[src/rtl/b2rd_pkg.sv]
// Shared widths, constants, types and helpers of the binary to radix digit converter.
`timescale 1ns / 1ps

package b2rd_pkg;

   localparam int VALUE_W   = 63;
   localparam int RADIX_W   = 5;
   localparam int DIGIT_W   = 4;
   localparam int CHAR_W    = 7;

   // A 63-bit value has at most 63 digits at the smallest radix.
   localparam int NUM_CELLS   = VALUE_W;
   localparam int CONV_CYCLES = VALUE_W + NUM_CELLS - 1;
   localparam int CNT_W       = $clog2(CONV_CYCLES);
   localparam int POS_W       = $clog2(NUM_CELLS);

   localparam logic [RADIX_W-1:0] RADIX_MIN   = 5'd2;
   localparam logic [RADIX_W-1:0] RADIX_MAX   = 5'd16;
   localparam logic [RADIX_W-1:0] RADIX_RESET = 5'd10;

   localparam logic [DIGIT_W-1:0] DEC_DIGITS  = 4'd10;
   localparam logic [CHAR_W-1:0]  CHAR_ZERO   = 7'd48;
   localparam logic [CHAR_W-1:0]  CHAR_NINE   = 7'd57;
   localparam logic [CHAR_W-1:0]  CHAR_ALPHA  = 7'd65;
   localparam logic [CHAR_W-1:0]  CHAR_TOP    = 7'd70;

   typedef struct packed {
      logic clear;
      logic step;
      logic retire;
      logic shift;
   } row_ctrl_type;

   function automatic logic [CHAR_W-1:0] to_ascii(input logic [DIGIT_W-1:0] digit);
      logic [CHAR_W-1:0] result;
      if (digit < DEC_DIGITS) begin
         result = CHAR_ZERO + CHAR_W'(digit);
      end else begin
         result = CHAR_ALPHA + CHAR_W'(digit - DEC_DIGITS);
      end
      return result;
   endfunction

endpackage

[src/rtl/b2rd_ifs.sv]
// Request, response and control register channels of the digit converter.
`timescale 1ns / 1ps

interface b2rd_req_if;
   import b2rd_pkg::*;
   logic               valid;
   logic               ready;
   logic [VALUE_W-1:0] value;

   modport source (output valid, output value, input ready);
   modport sink   (input valid, input value, output ready);
endinterface

interface b2rd_rsp_if;
   import b2rd_pkg::*;
   logic              valid;
   logic              ready;
   logic [CHAR_W-1:0] digit_char;
   logic              last;

   modport source (output valid, output digit_char, output last, input ready);
   modport sink   (input valid, input digit_char, input last, output ready);
endinterface

interface b2rd_csr_if;
   import b2rd_pkg::*;
   logic               valid;
   logic               ready;
   logic [RADIX_W-1:0] radix;

   modport source (output valid, output radix, input ready);
   modport sink   (input valid, input radix, output ready);
endinterface

[src/rtl/b2rd_digit_row.sv]
// Row of radix digit cells with skewed, registered carries; drains top digit first.
`timescale 1ns / 1ps

module b2rd_digit_row import b2rd_pkg::*; (
   input  logic               clock,
   input  logic               reset,
   input  row_ctrl_type       ctrl,
   input  logic               bit_in,
   input  logic [RADIX_W-1:0] radix,
   output logic [DIGIT_W-1:0] top_digit
);

   logic [DIGIT_W-1:0] digit_ff  [NUM_CELLS];
   logic [DIGIT_W-1:0] digit_in  [NUM_CELLS];
   logic [DIGIT_W-1:0] reduced   [NUM_CELLS];
   logic [DIGIT_W:0]   doubled   [NUM_CELLS];
   logic [NUM_CELLS-1:0] carry_ff, carry_in;
   logic [NUM_CELLS-1:0] act_ff, act_in;
   logic [NUM_CELLS-1:0] cin_vec;
   logic [NUM_CELLS-1:0] wrap;

   // Cell i takes the registered carry of cell i-1; cell 0 takes the value's top bit.
   assign cin_vec = {carry_ff[NUM_CELLS-2:0], bit_in};

   always_comb begin
      for (int i = 0; i < NUM_CELLS; i++) begin
         doubled[i] = {digit_ff[i], cin_vec[i]};
         wrap[i]    = (doubled[i] >= radix);
         reduced[i] = wrap[i] ? DIGIT_W'(doubled[i] - radix) : doubled[i][DIGIT_W-1:0];
      end
   end

   always_comb begin
      digit_in = digit_ff;
      carry_in = carry_ff;
      act_in   = act_ff;
      if (ctrl.clear) begin
         for (int i = 0; i < NUM_CELLS; i++) begin
            digit_in[i] = '0;
         end
         carry_in = '0;
         act_in   = '1;
      end else if (ctrl.step) begin
         for (int i = 0; i < NUM_CELLS; i++) begin
            if (act_ff[i]) begin
               digit_in[i] = reduced[i];
            end
            carry_in[i] = act_ff[i] & wrap[i];
         end
         // retire one cell per cycle once the lowest cell has seen every bit
         if (ctrl.retire) begin
            act_in = {act_ff[NUM_CELLS-2:0], 1'b0};
         end
      end else if (ctrl.shift) begin
         digit_in[0] = '0;
         for (int i = 1; i < NUM_CELLS; i++) begin
            digit_in[i] = digit_ff[i-1];
         end
      end
   end

   always_ff @(posedge clock) begin
      if (reset) begin
         carry_ff <= '0;
         act_ff   <= '0;
      end else begin
         carry_ff <= carry_in;
         act_ff   <= act_in;
      end
      digit_ff <= digit_in;
   end

   assign top_digit = digit_ff[NUM_CELLS-1];

endmodule

[src/rtl/binary_to_radix_digits_top.sv]
// Top level of the binary to radix digit converter.
`timescale 1ns / 1ps

// Converts one 63-bit unsigned value per request into its digit string in the
// radix held by the control register (2 to 16, values outside saturate; reset 10).
// Characters come out most significant first as ASCII '0'-'9', 'A'-'F', without
// leading zeros; the final character has last set, and zero gives a single '0'.
// Each request is converted in a row of 63 digit cells that shifts the value
// in one bit per cycle with carries rippling one cell per cycle, then the row
// drains top digit first; a new request is taken only once the drain is done.
// The last character waits in the output register while the next request is
// already accepted. Radix writes are held off while a conversion runs; a write
// taken in the same cycle as a request applies to that request, and one taken
// while digits drain applies to the next request.
module binary_to_radix_digits_top import b2rd_pkg::*; (
   input  logic       clock,
   input  logic       reset,
   b2rd_req_if.sink   req_ch,
   b2rd_rsp_if.source rsp_ch,
   b2rd_csr_if.sink   csr_ch
);

   typedef enum logic [1:0] {ST_IDLE, ST_CONV, ST_EMIT} state_type;

   state_type          state_ff, state_in;
   logic [CNT_W-1:0]   cnt_ff, cnt_in;
   logic [POS_W-1:0]   pos_ff, pos_in;
   logic               seen_ff, seen_in;
   logic [VALUE_W-1:0] value_ff, value_in;
   logic               rsp_valid_ff, rsp_valid_in;
   logic [CHAR_W-1:0]  rsp_char_ff, rsp_char_in;
   logic               rsp_last_ff, rsp_last_in;
   logic [RADIX_W-1:0] radix_ff;
   logic [RADIX_W-1:0] radix_eff;
   logic [DIGIT_W-1:0] top_digit;
   logic               advance;
   logic               emit;
   row_ctrl_type       row_ctrl;

   always_ff @(posedge clock) begin
      if (reset) begin
         radix_ff <= RADIX_RESET;
      end else if (csr_ch.valid && csr_ch.ready) begin
         radix_ff <= csr_ch.radix;
      end
   end

   // hold off radix writes while the row is converting
   assign csr_ch.ready = (state_ff != ST_CONV);

   always_comb begin
      if (radix_ff < RADIX_MIN) begin
         radix_eff = RADIX_MIN;
      end else if (radix_ff > RADIX_MAX) begin
         radix_eff = RADIX_MAX;
      end else begin
         radix_eff = radix_ff;
      end
   end

   b2rd_digit_row u_row (
      .clock     (clock),
      .reset     (reset),
      .ctrl      (row_ctrl),
      .bit_in    (value_ff[VALUE_W-1]),
      .radix     (radix_eff),
      .top_digit (top_digit)
   );

   assign advance = !rsp_valid_ff || rsp_ch.ready;
   // drop leading zeros, but always send the units digit
   assign emit = (state_ff == ST_EMIT) && advance &&
                 (seen_ff || (top_digit != '0) || (pos_ff == '0));

   always_comb begin
      state_in     = state_ff;
      cnt_in       = cnt_ff;
      pos_in       = pos_ff;
      seen_in      = seen_ff;
      value_in     = value_ff;
      rsp_valid_in = rsp_valid_ff && !rsp_ch.ready;
      rsp_char_in  = rsp_char_ff;
      rsp_last_in  = rsp_last_ff;
      row_ctrl     = '0;
      case (state_ff)
         ST_IDLE: begin
            if (req_ch.valid) begin
               value_in       = req_ch.value;
               cnt_in         = '0;
               row_ctrl.clear = 1'b1;
               state_in       = ST_CONV;
            end
         end
         ST_CONV: begin
            row_ctrl.step   = 1'b1;
            row_ctrl.retire = (cnt_ff >= CNT_W'(VALUE_W - 1));
            value_in        = value_ff << 1;
            cnt_in          = cnt_ff + 1'b1;
            if (cnt_ff == CNT_W'(CONV_CYCLES - 1)) begin
               pos_in   = POS_W'(NUM_CELLS - 1);
               seen_in  = 1'b0;
               state_in = ST_EMIT;
            end
         end
         ST_EMIT: begin
            if (advance) begin
               row_ctrl.shift = 1'b1;
               pos_in         = pos_ff - 1'b1;
               if (emit) begin
                  seen_in      = 1'b1;
                  rsp_valid_in = 1'b1;
                  rsp_char_in  = to_ascii(top_digit);
                  rsp_last_in  = (pos_ff == '0);
               end
               if (pos_ff == '0) begin
                  state_in = ST_IDLE;
               end
            end
         end
         default: begin
            state_in = ST_IDLE;
         end
      endcase
   end

   always_ff @(posedge clock) begin
      if (reset) begin
         state_ff     <= ST_IDLE;
         cnt_ff       <= '0;
         pos_ff       <= '0;
         seen_ff      <= 1'b0;
         rsp_valid_ff <= 1'b0;
      end else begin
         state_ff     <= state_in;
         cnt_ff       <= cnt_in;
         pos_ff       <= pos_in;
         seen_ff      <= seen_in;
         rsp_valid_ff <= rsp_valid_in;
      end
      value_ff    <= value_in;
      rsp_char_ff <= rsp_char_in;
      rsp_last_ff <= rsp_last_in;
   end

   assign req_ch.ready      = (state_ff == ST_IDLE);
   assign rsp_ch.valid      = rsp_valid_ff;
   assign rsp_ch.digit_char = rsp_char_ff;
   assign rsp_ch.last       = rsp_last_ff;

   a_accept_starts_conv: assert property (@(posedge clock) disable iff (reset)
      (req_ch.valid && req_ch.ready) |=> (state_ff == ST_CONV) && (cnt_ff == '0))
      else $error("accepted request did not start conversion");

   a_units_digit_ends: assert property (@(posedge clock) disable iff (reset)
      ((state_ff == ST_EMIT) && advance && (pos_ff == '0))
      |=> (state_ff == ST_IDLE) && rsp_valid_ff && rsp_last_ff)
      else $error("units digit not sent as final character");

   a_char_range: assert property (@(posedge clock) disable iff (reset)
      rsp_valid_ff |-> ((rsp_char_ff >= CHAR_ZERO) && (rsp_char_ff <= CHAR_NINE)) ||
                       ((rsp_char_ff >= CHAR_ALPHA) && (rsp_char_ff <= CHAR_TOP)))
      else $error("response character outside digit set");

   a_emit_needs_slot: assert property (@(posedge clock) disable iff (reset)
      (state_ff == ST_CONV) |-> !emit && !row_ctrl.shift)
      else $error("row drained during conversion");

endmodule
[src/flat_wrapper.sv]
// flat-port wrapper written by rule: the top's interface ports become plain ports
module binary_to_radix_digits_top_flat import b2rd_pkg::*;
  (clock, reset, req_ch_valid, req_ch_value, req_ch_ready, rsp_ch_valid, rsp_ch_digit_char, rsp_ch_last, rsp_ch_ready, csr_ch_valid, csr_ch_radix, csr_ch_ready);
  b2rd_req_if req_ch_i ();
  b2rd_rsp_if rsp_ch_i ();
  b2rd_csr_if csr_ch_i ();
  input  logic clock;
  input  logic reset;
  input wire logic [$bits(req_ch_i.valid)-1:0] req_ch_valid;
  input wire logic [$bits(req_ch_i.value)-1:0] req_ch_value;
  output wire logic [$bits(req_ch_i.ready)-1:0] req_ch_ready;
  output wire logic [$bits(rsp_ch_i.valid)-1:0] rsp_ch_valid;
  output wire logic [$bits(rsp_ch_i.digit_char)-1:0] rsp_ch_digit_char;
  output wire logic [$bits(rsp_ch_i.last)-1:0] rsp_ch_last;
  input wire logic [$bits(rsp_ch_i.ready)-1:0] rsp_ch_ready;
  input wire logic [$bits(csr_ch_i.valid)-1:0] csr_ch_valid;
  input wire logic [$bits(csr_ch_i.radix)-1:0] csr_ch_radix;
  output wire logic [$bits(csr_ch_i.ready)-1:0] csr_ch_ready;
  assign req_ch_i.valid = req_ch_valid;
  assign req_ch_i.value = req_ch_value;
  assign req_ch_ready = req_ch_i.ready;
  assign rsp_ch_valid = rsp_ch_i.valid;
  assign rsp_ch_digit_char = rsp_ch_i.digit_char;
  assign rsp_ch_last = rsp_ch_i.last;
  assign rsp_ch_i.ready = rsp_ch_ready;
  assign csr_ch_i.valid = csr_ch_valid;
  assign csr_ch_i.radix = csr_ch_radix;
  assign csr_ch_ready = csr_ch_i.ready;
  binary_to_radix_digits_top u_core (.clock(clock), .reset(reset), .req_ch(req_ch_i), .rsp_ch(rsp_ch_i), .csr_ch(csr_ch_i));
endmodule
[config.mk]
export PLATFORM = sky130hd
export DESIGN_NAME = binary_to_radix_digits_top_flat
export DESIGN_NICKNAME = d
export VERILOG_FILES = /design/src/rtl/b2rd_pkg.sv /design/src/rtl/b2rd_ifs.sv /design/src/rtl/b2rd_digit_row.sv /design/src/rtl/binary_to_radix_digits_top.sv /design/src/flat_wrapper.sv
export SDC_FILE = /design/constraint.sdc
export NUM_CORES = 2
export LEC_CHECK = 0
export BUFFER_PORTS_ARGS = -buffer_cell sky130_fd_sc_hd__buf_2
export CAP_MARGIN = 30
export CELL_PAD_IN_SITES_DETAIL_PLACEMENT = 1
export CELL_PAD_IN_SITES_GLOBAL_PLACEMENT = 1
export CORE_UTILIZATION = 54
export DETAILED_ROUTE_END_ITERATION = 6
export HOLD_SLACK_MARGIN = 0.05
export MAX_ROUTING_LAYER = met4
export PLACE_DENSITY = 0.85
export SLEW_MARGIN = 20
export SYNTH_ARGS = -nofsm -noshare
export SYNTH_HDL_FRONTEND = slang
export SYNTH_SLANG_ARGS = --single-unit
[constraint.sdc]
create_clock -name clock -period 21.9 [get_ports clock]
set_input_delay 4.38 -clock clock [delete_from_list [all_inputs] [get_ports clock]]
set_output_delay 4.38 -clock clock [all_outputs]
set_load 0.02 [all_outputs]
---- Word level (Yosys, flattened, before mapping) ----
Cells that the tools add are included.
Widths: inputs -> output; s select.
word-level totals
  output and inout port bits .............. 11
  register bits ........................... 470
  bits in latches ......................... 0
  bits in read-only memories .............. 0
  word-level logic and storage cells ...... 588
  input bits .............................. 73
  memories ................................ 0
  memory bits (writable) .................. 0
operators by class
  div/mod/pow operators ................... 0
  order comparisons ....................... 67
  add/sub/neg operators ................... 68
  multiply operators ...................... 0
  eq/ne operators ......................... 72
  muxes and demuxes ....................... 158
  bitwise operators ....................... 62
  shift operators ......................... 0
  reductions and logical operators ........ 87
operator list
  operator             count
  $mux 252             2
  $mux 4               126
  $ge 5x5->1           63
  $mux 63              4
  $sub 4x4->4          63
  $ne 2x2->1 const B   65
  $reduce_and 2->1     65
  $pmux 63 s2          1
  $and 1x1->1          62
  $mux 7               2
  $pmux 7 s2           1
  $mux 6               2
  $pmux 6 s2           1
  $mux 1               10
  $mux 2               5
  $mux 5               2
  $reduce_bool 2->1    5
  $ne 2x1->1 const B   4
  $reduce_and 4->1     2
  $add 6x4->7 const A  1
  $add 7x1->7 const B  1
  $add 7x7->7 const A  1
  $eq 7x7->1 const B   1
  $ge 7x6->1 const B   1
  17 further kinds     24

---- Depth between registers and ports, before layout ----
  depth after elaboration ................. 7
  depth in mapped cells ................... 11
  mapped depth without buffers ............ 10

---- Cells and area by module ----
From an unflattened synthesis, not the netlist that was laid out.
unflattened totals
  cell total of the unflattened synthesis .. 3,817
  area total of the unflattened synthesis .. 33,932.5 um^2
by module, submodules not included
  module                      area an instance (um^2)  seq. area each (um^2)  instances  cells each
  b2rd_digit_row              29,778.6                 7,547.2                1          3,385
  binary_to_radix_digits_top  4,154.0                  2,572.5                1          432

---- Worst setup path after synthesis ----
No wires, ideal clock.
  path kind ............................... reg2reg
  start ................................... register u_core.radix_ff[2]
  end ..................................... register u_core.u_row.digit_ff[249] in the netlist's numbering
  setup slack ............................. 10.517 ns
  period minus slack after synthesis ...... 11.383 ns
  path buffers ............................ 0
  data arrival time ....................... 11.266 ns
  cell stages (with the launch flop) ...... 11
  data required time ...................... 21.783 ns
  setup time .............................. 0.117 ns
  path through ............................ dfxtp_1 -> nor2_1 -> nor2_1 -> nor2_1 -> inv_1 -> ha_1 -> nand2_1 -> o21a_1 -> o21ai_1 -> mux2i_1 -> a32o_1
between the ends
  longest elaborated chain between the ends .. 7
  elaborated cells on any way between the ends .. 9
  classes of those cells .................. 1 x add/sub; 3 x order compare; 5 x mux
RTL lines
  what                                              RTL line                                    text
  start: declaration                                binary_to_radix_digits_top.sv:33            logic [RADIX_W-1:0] radix_ff;
  start signal: assignment                          binary_to_radix_digits_top.sv:44            radix_ff <= csr_ch.radix;
  $gt 5x5->1                                        binary_to_radix_digits_top.sv:54            end else if (radix_ff > RADIX_MAX) begin
  $mux 5                                            binary_to_radix_digits_top.sv:54
  $mux 5 (*)                                        binary_to_radix_digits_top.sv:52            if (radix_ff < RADIX_MIN) begin
  $sub 4x4->4 / $ge 5x5->1 (equally long branches)  b2rd_digit_row.sv:29, b2rd_digit_row.sv:28
  $mux 4 (*)                                        b2rd_digit_row.sv:29                        reduced[i] = wrap[i] ? DIGIT_W'(doubled[i] - radix) : doubled[i][DIGIT_W-1:0];
  $mux 4 (*)                                        b2rd_digit_row.sv:45                        if (act_ff[i]) begin
  $mux 252 (*)                                      b2rd_digit_row.sv:43                        end else if (ctrl.step) begin
  end signal: assignment                            b2rd_digit_row.sv:70                        digit_ff <= digit_in;
  end: declaration                                  b2rd_digit_row.sv:13                        logic [DIGIT_W-1:0] digit_ff [NUM_CELLS];
Mark *: on every way between the ends. The rest lies on a longest branch, timed or not. The select of a mux whose other input is x is not followed.
A chain may end at the register's enable or synchronous reset.

---- Final worst setup path ----
  start ................................... input port rsp_ch_ready
  end ..................................... register u_core.u_row.digit_ff[94] in the netlist's numbering
between the ends
  longest elaborated chain between the ends .. 5
RTL lines
  what                                RTL line                           text
  start: declaration                  flat_wrapper.sv:15                 input wire logic [$bits(rsp_ch_i.ready)-1:0] rsp_ch_ready;
  $logic_or 1x1->1                    binary_to_radix_digits_top.sv:70   assign advance = !rsp_valid_ff || rsp_ch.ready;
  $mux 1                              binary_to_radix_digits_top.sv:106  if (advance) begin
  $mux 1                              binary_to_radix_digits_top.sv:85   case (state_ff)
  $reduce_bool 2->1 (no source line)  --
  $reduce_and 2->1 (no source line)   --
Every way passes these cells.

==> results.txt <==
----------------------------------------------------
[Setup path]
  Worst endpoint required time ... 22.36 ns
  Crit path largest cell delay ... 0.80 ns
  Type of element launching the critical path ... input pin
  Critical Path AT ... 7.71 ns
  Cell chain of the critical path ... buf_2 > nand2b_2 > buf_4 > and2_4 > buf_12 > buf_16 > mux2_2 > a22oi_1 > o22ai_1
  Bufs and invs on worst path ... 4
  Launching point of the worst reg2reg path ... u_core.radix_ff[2]
  Endpoint type of the worst setup path ... register
  Endpoint of the most critical register-to-register path ... u_core.u_row.digit_ff[121]
  Category of the critical setup timing path ... input pin to register
  Maximum fanout encountered on the critical timing path ... 135
  Cell class contributing the biggest share of worst-path delay ... buffers and inverters
  Cell with the biggest individual delay on the critical path ... sky130_fd_sc_hd__and2_4
  Number of cells on the worst reg-to-reg path ... 12
  Setup slack on the worst flop-to-flop path ... 17.44 ns
  Total stage count of the critical path ... 9

[Placed design]
  DP HPWL ... 65,400 um
  Global placement routability congestion ... 0.847
  Count of port buffers added during placement ... 83
  Placed Instances ... 4,410

[Floorplan]
  Initial core utilization ... 0.550
  Height of the chip ... 251 um
  Row cnt ... 90
  Area of the die ... 62,800 um2
  Die Span X ... 251 um
  Floorplan core area ... 60,700 um2
  Boundary Pins ... 84

[Synth]
  Number of standard cells after synthesis ... 3,727
  Post-synthesis cell type count ... 58
  Fraction of post-synthesis cell area in the top cell type by area ... 0.239
  Area share of and/or/nand/nor cells after synthesis ... 0.0876
  Post-synth EDFFs ... 71
  Dominant cell by count in the synthesized netlist ... sky130_fd_sc_hd__dfxtp_1
  Cell area after synthesis ... 33,400 um2
  Compound-Gate Fraction of Synth Area ... 0.209
  Mux contribution to synthesized area ... 0.151
  Share of the synthesized netlist area taken by xor and xnor gates ... 0.0357
  Post-synthesis register bit count ... 470
  Most instantiated cells after synthesis ... sky130_fd_sc_hd__dfxtp_1 (399), sky130_fd_sc_hd__nand2_1 (394), sky130_fd_sc_hd__ha_1 (328)
  Largest family of logic cells by synthesized area ... compound AO/OA/AOI/OAI gates
  Number of nets in the synthesized netlist ... 4,191
  Largest cells by area after synthesis ... sky130_fd_sc_hd__dfxtp_1 (24%), sky130_fd_sc_hd__ha_1 (12%), sky130_fd_sc_hd__mux2i_1 (7.4%)
  Post-synthesis share of cell area spent on full adders, half adders and majority gates ... 0.161
  Cell type with the highest aggregate area in the netlist ... sky130_fd_sc_hd__dfxtp_1
  Part of the Yosys area used for sequential elements ... 0.303
  Count of synthesis-stage warnings from yosys ... 0
  Fraction of synthesis flops using an asynchronous set or reset pin ... 0
  Mean instance size in the synthesized netlist ... 8.96 um2
  Primary flip-flop cell chosen by synthesis mapping ... sky130_fd_sc_hd__dfxtp_1

[Clock network]
  Clock tree from TritonCTS ... done
  Insertion delay to the later sink of the worst-skew pair ... 0.67 ns
  Post-CTS setup buffer count ... 0
  Number of resized instances in the post-cts repair step ... 0
  Clock transition at the registers of the reported paths ... 0.06 ns
  Hold-fix buffers at CTS ... 0
  Root buffer selected by CTS ... sky130_fd_sc_hd__clkbuf_16
  Clk sinks ... 470
  Total clock buffers created by CTS ... 55
  CTS max path bufs ... 3
  Deepest level of the CTS H-tree ... 2

[Routing]
  Initial drt markers ... 2,032
  DR WL/cell ... 24.4 um
  Number of vias after detailed routing ... 30,200
  Routed Antenna Nets ... 0
  Residual DRC count ... 0
  Routed wire length ... 110,000 um
  Via density per instance ... 6.69
  Detailed Routing Iterations Pass 1 ... 5

[Global routing]
  GRT Total Usage ... 0.354
  Maximum number of pins on one net before global-route repair ... 181
  Total global routing overflow ... 0
  Global-route wire length before repair ... 176,000 um
  Via count of the first global-routing pass ... 32,800
  Initial antenna violation count ... 1

[Timing]
  Slew Limit Fails ... 0
  Setup total negative slack ... 0 ns
  Shortest period the worst path allows ... 7.25 ns
  Clock tree skew after final layout ... 0.0555 ns
  Final hold vios ... 0
  Final cycle utilization of the critical path ... 0.331
  Worst-case headroom to the max-slew limit ... 0.305
  RSZ-0062 raised after global routing ... no
  Setup-failing EPs final ... 0
  Slew of the pin with the lowest slew margin ... 1.04 ns
  Maximum clock frequency ... 138 MHz

[Pwr]
  Net Sw Frac ... 0.363
  Psw ... 1.13 mW
  Share of power burned in the clock network ... 0.315
  Part of the power in combinational logic ... 0.336
  LEAKAGE ... 12.9 nW
  Internal portion of total power ... 1.99 mW
  Power density over the cells ... 86.5 nW/um2
  Largest vdd supply drop ... 64.8 uV
  Fraction of power consumed by sequential logic ... 0.349

[Final layout]
  FF/Latch Area ... 10,100 um2
  Filler cell count in the final layout ... 6,949
  Fraction of layout cells with a size suffix above 1 ... 0.118
  Final layout net count ... 4,152
  Total area of multi-input combinational cells ... 21,600 um2
  Synth-to-layout area growth ... 8.11%
  Filler-free cell count of the finished design ... 4,514

[Worst hold path]
  Startpoint of the lowest-slack hold path ... u_core.u_row.carry_ff[39]
  Type of the tightest min-delay check ... register to register
  Terminating pin of the worst hold path ... u_core.u_row.carry_ff[39]
  Number of cells on the worst hold path ... 2

[Outcome]
  Outcome ... finished, final reports clean

[Job]
  Max-cap violations ... 0

----------------------------------------------------
==> flip-flops by register name (all words and copies together), names as in the netlist <==
| name | count |
|---|---|
| u_core.u_row.top_digit | 4 |
| u_core.pos_ff | 6 |
| u_core.u_row.digit_ff | 248 |
| u_core.radix_ff | 5 |
| u_core.u_row.act_ff | 63 |
| u_core.seen_ff | 1 |
| u_core.state_ff | 2 |
| u_core.u_row.carry_ff | 62 |
| u_core.rsp_ch.valid | 1 |
| u_core.value_ff | 63 |
| u_core.cnt_ff | 7 |
| u_core.rsp_ch.last | 1 |
| u_core.rsp_ch.digit_char | 7 |
==> per-stage QoR <==
step,hold WS [ns],cell area (um2),power (mW),setup slack [ns],utilization
2_1_floorplan,0.432,33400,1.83,10.52,-
3_3_place_gp,0.443,34100,2.03,14.34,0.562
3_5_place_dp,0.445,34100,2.11,14.18,0.562
4_1_cts,0.462,36000,3.10,14.85,0.593
5_1_grt,0.478,36100,3.27,14.56,0.595
6_report,0.462,36100,3.12,14.65,0.595
==> per-layer routing <==
| metal | up-vias | track usage | part of all wire | wire, um |
|---|---|---|---|---|
| met1 | 15300 | 0.412 | 0.41 | 45000 |
| met5 | - | - | 0 | 0 |
| met2 | 957 | 0.612 | 0.50 | 55500 |
| met4 | 0 | 0.155 | 0.036 | 3960 |
| met3 | 345 | 0.0450 | 0.052 | 5780 |
| li1 | 13600 | - | - | - |
==> area by class of cell <==
type | instances | area share
multi-input cells | 2838 | 0.598
flip-flops and latches | 470 | 0.280
clock buffers | 76 | 0.0431
well taps | 782 | 0.0271
inverters | 209 | 0.0219
repair buffers | 114 | 0.0207
clock inverters | 24 | 0.00894
diodes | 1 | 0.0000693
==> power groups by stage <==
| stage | combinational [mW] | clock (mW) | sequential [mW] |
|---|---|---|---|
| finish | 1.05 | 0.984 | 1.09 |
| global route | 1.14 | 1.03 | 1.10 |
| CTS | 1.03 | 0.989 | 1.08 |
| detailed placement | 1.01 | 0 | 1.10 |
| global placement | 0.935 | 0 | 1.09 |
| floorplan | 0.794 | 0 | 1.04 |
==> worst max-delay path by stage <==
stage | endpoint | startpoint | slack [ns]
floorplan | u_core.u_row.digit_ff[249] | u_core.radix_ff[2] | 10.52
global placement | u_core.u_row.digit_ff[94] | rsp_ch_ready | 14.34
detailed placement | u_core.u_row.digit_ff[224] | rsp_ch_ready | 14.18
CTS | u_core.u_row.digit_ff[94] | rsp_ch_ready | 14.85
global route | u_core.u_row.digit_ff[166] | rsp_ch_ready | 14.56
finish | u_core.u_row.digit_ff[94] | rsp_ch_ready | 14.65
==> logic make-up (layout without fill, tap and decap cells) <==
logic type                 Yosys count  after routing
adders and majority gates          391            391
muxes                              471            471
other                                0              1
DFF                                470            470
buffers and inverters              419            423
and+or+nand+nor                    673            673
xor gates and xnor gates           136            136
AOI/OAI and AO/OA                 1167           1167
==> cell usage in the layout, fill, tap and decap left out, types with 187 or more instances in the layout <==
cell | synthesis | layout
sky130_fd_sc_hd__dfxtp_1 | 399 | 399
sky130_fd_sc_hd__nand2_1 | 394 | 390
sky130_fd_sc_hd__ha_1 | 328 | 327
sky130_fd_sc_hd__o21ai_0 | 277 | 277
sky130_fd_sc_hd__mux2i_1 | 246 | 246
sky130_fd_sc_hd__o22ai_1 | 225 | 225
sky130_fd_sc_hd__a21oi_1 | 207 | 207
sky130_fd_sc_hd__inv_1 | 208 | 206
sky130_fd_sc_hd__mux2_2 | 203 | 203
sky130_fd_sc_hd__a31oi_1 | 187 | 187
==> tightest hold or removal path, cell delays in order (launching register included) <==
cell	delay, ns
sky130_fd_sc_hd__dfxtp_1	0.31
sky130_fd_sc_hd__nand2_1	0.06
sky130_fd_sc_hd__a21oi_1	0.05
Note: power is estimated with default switching activity, not from simulation.
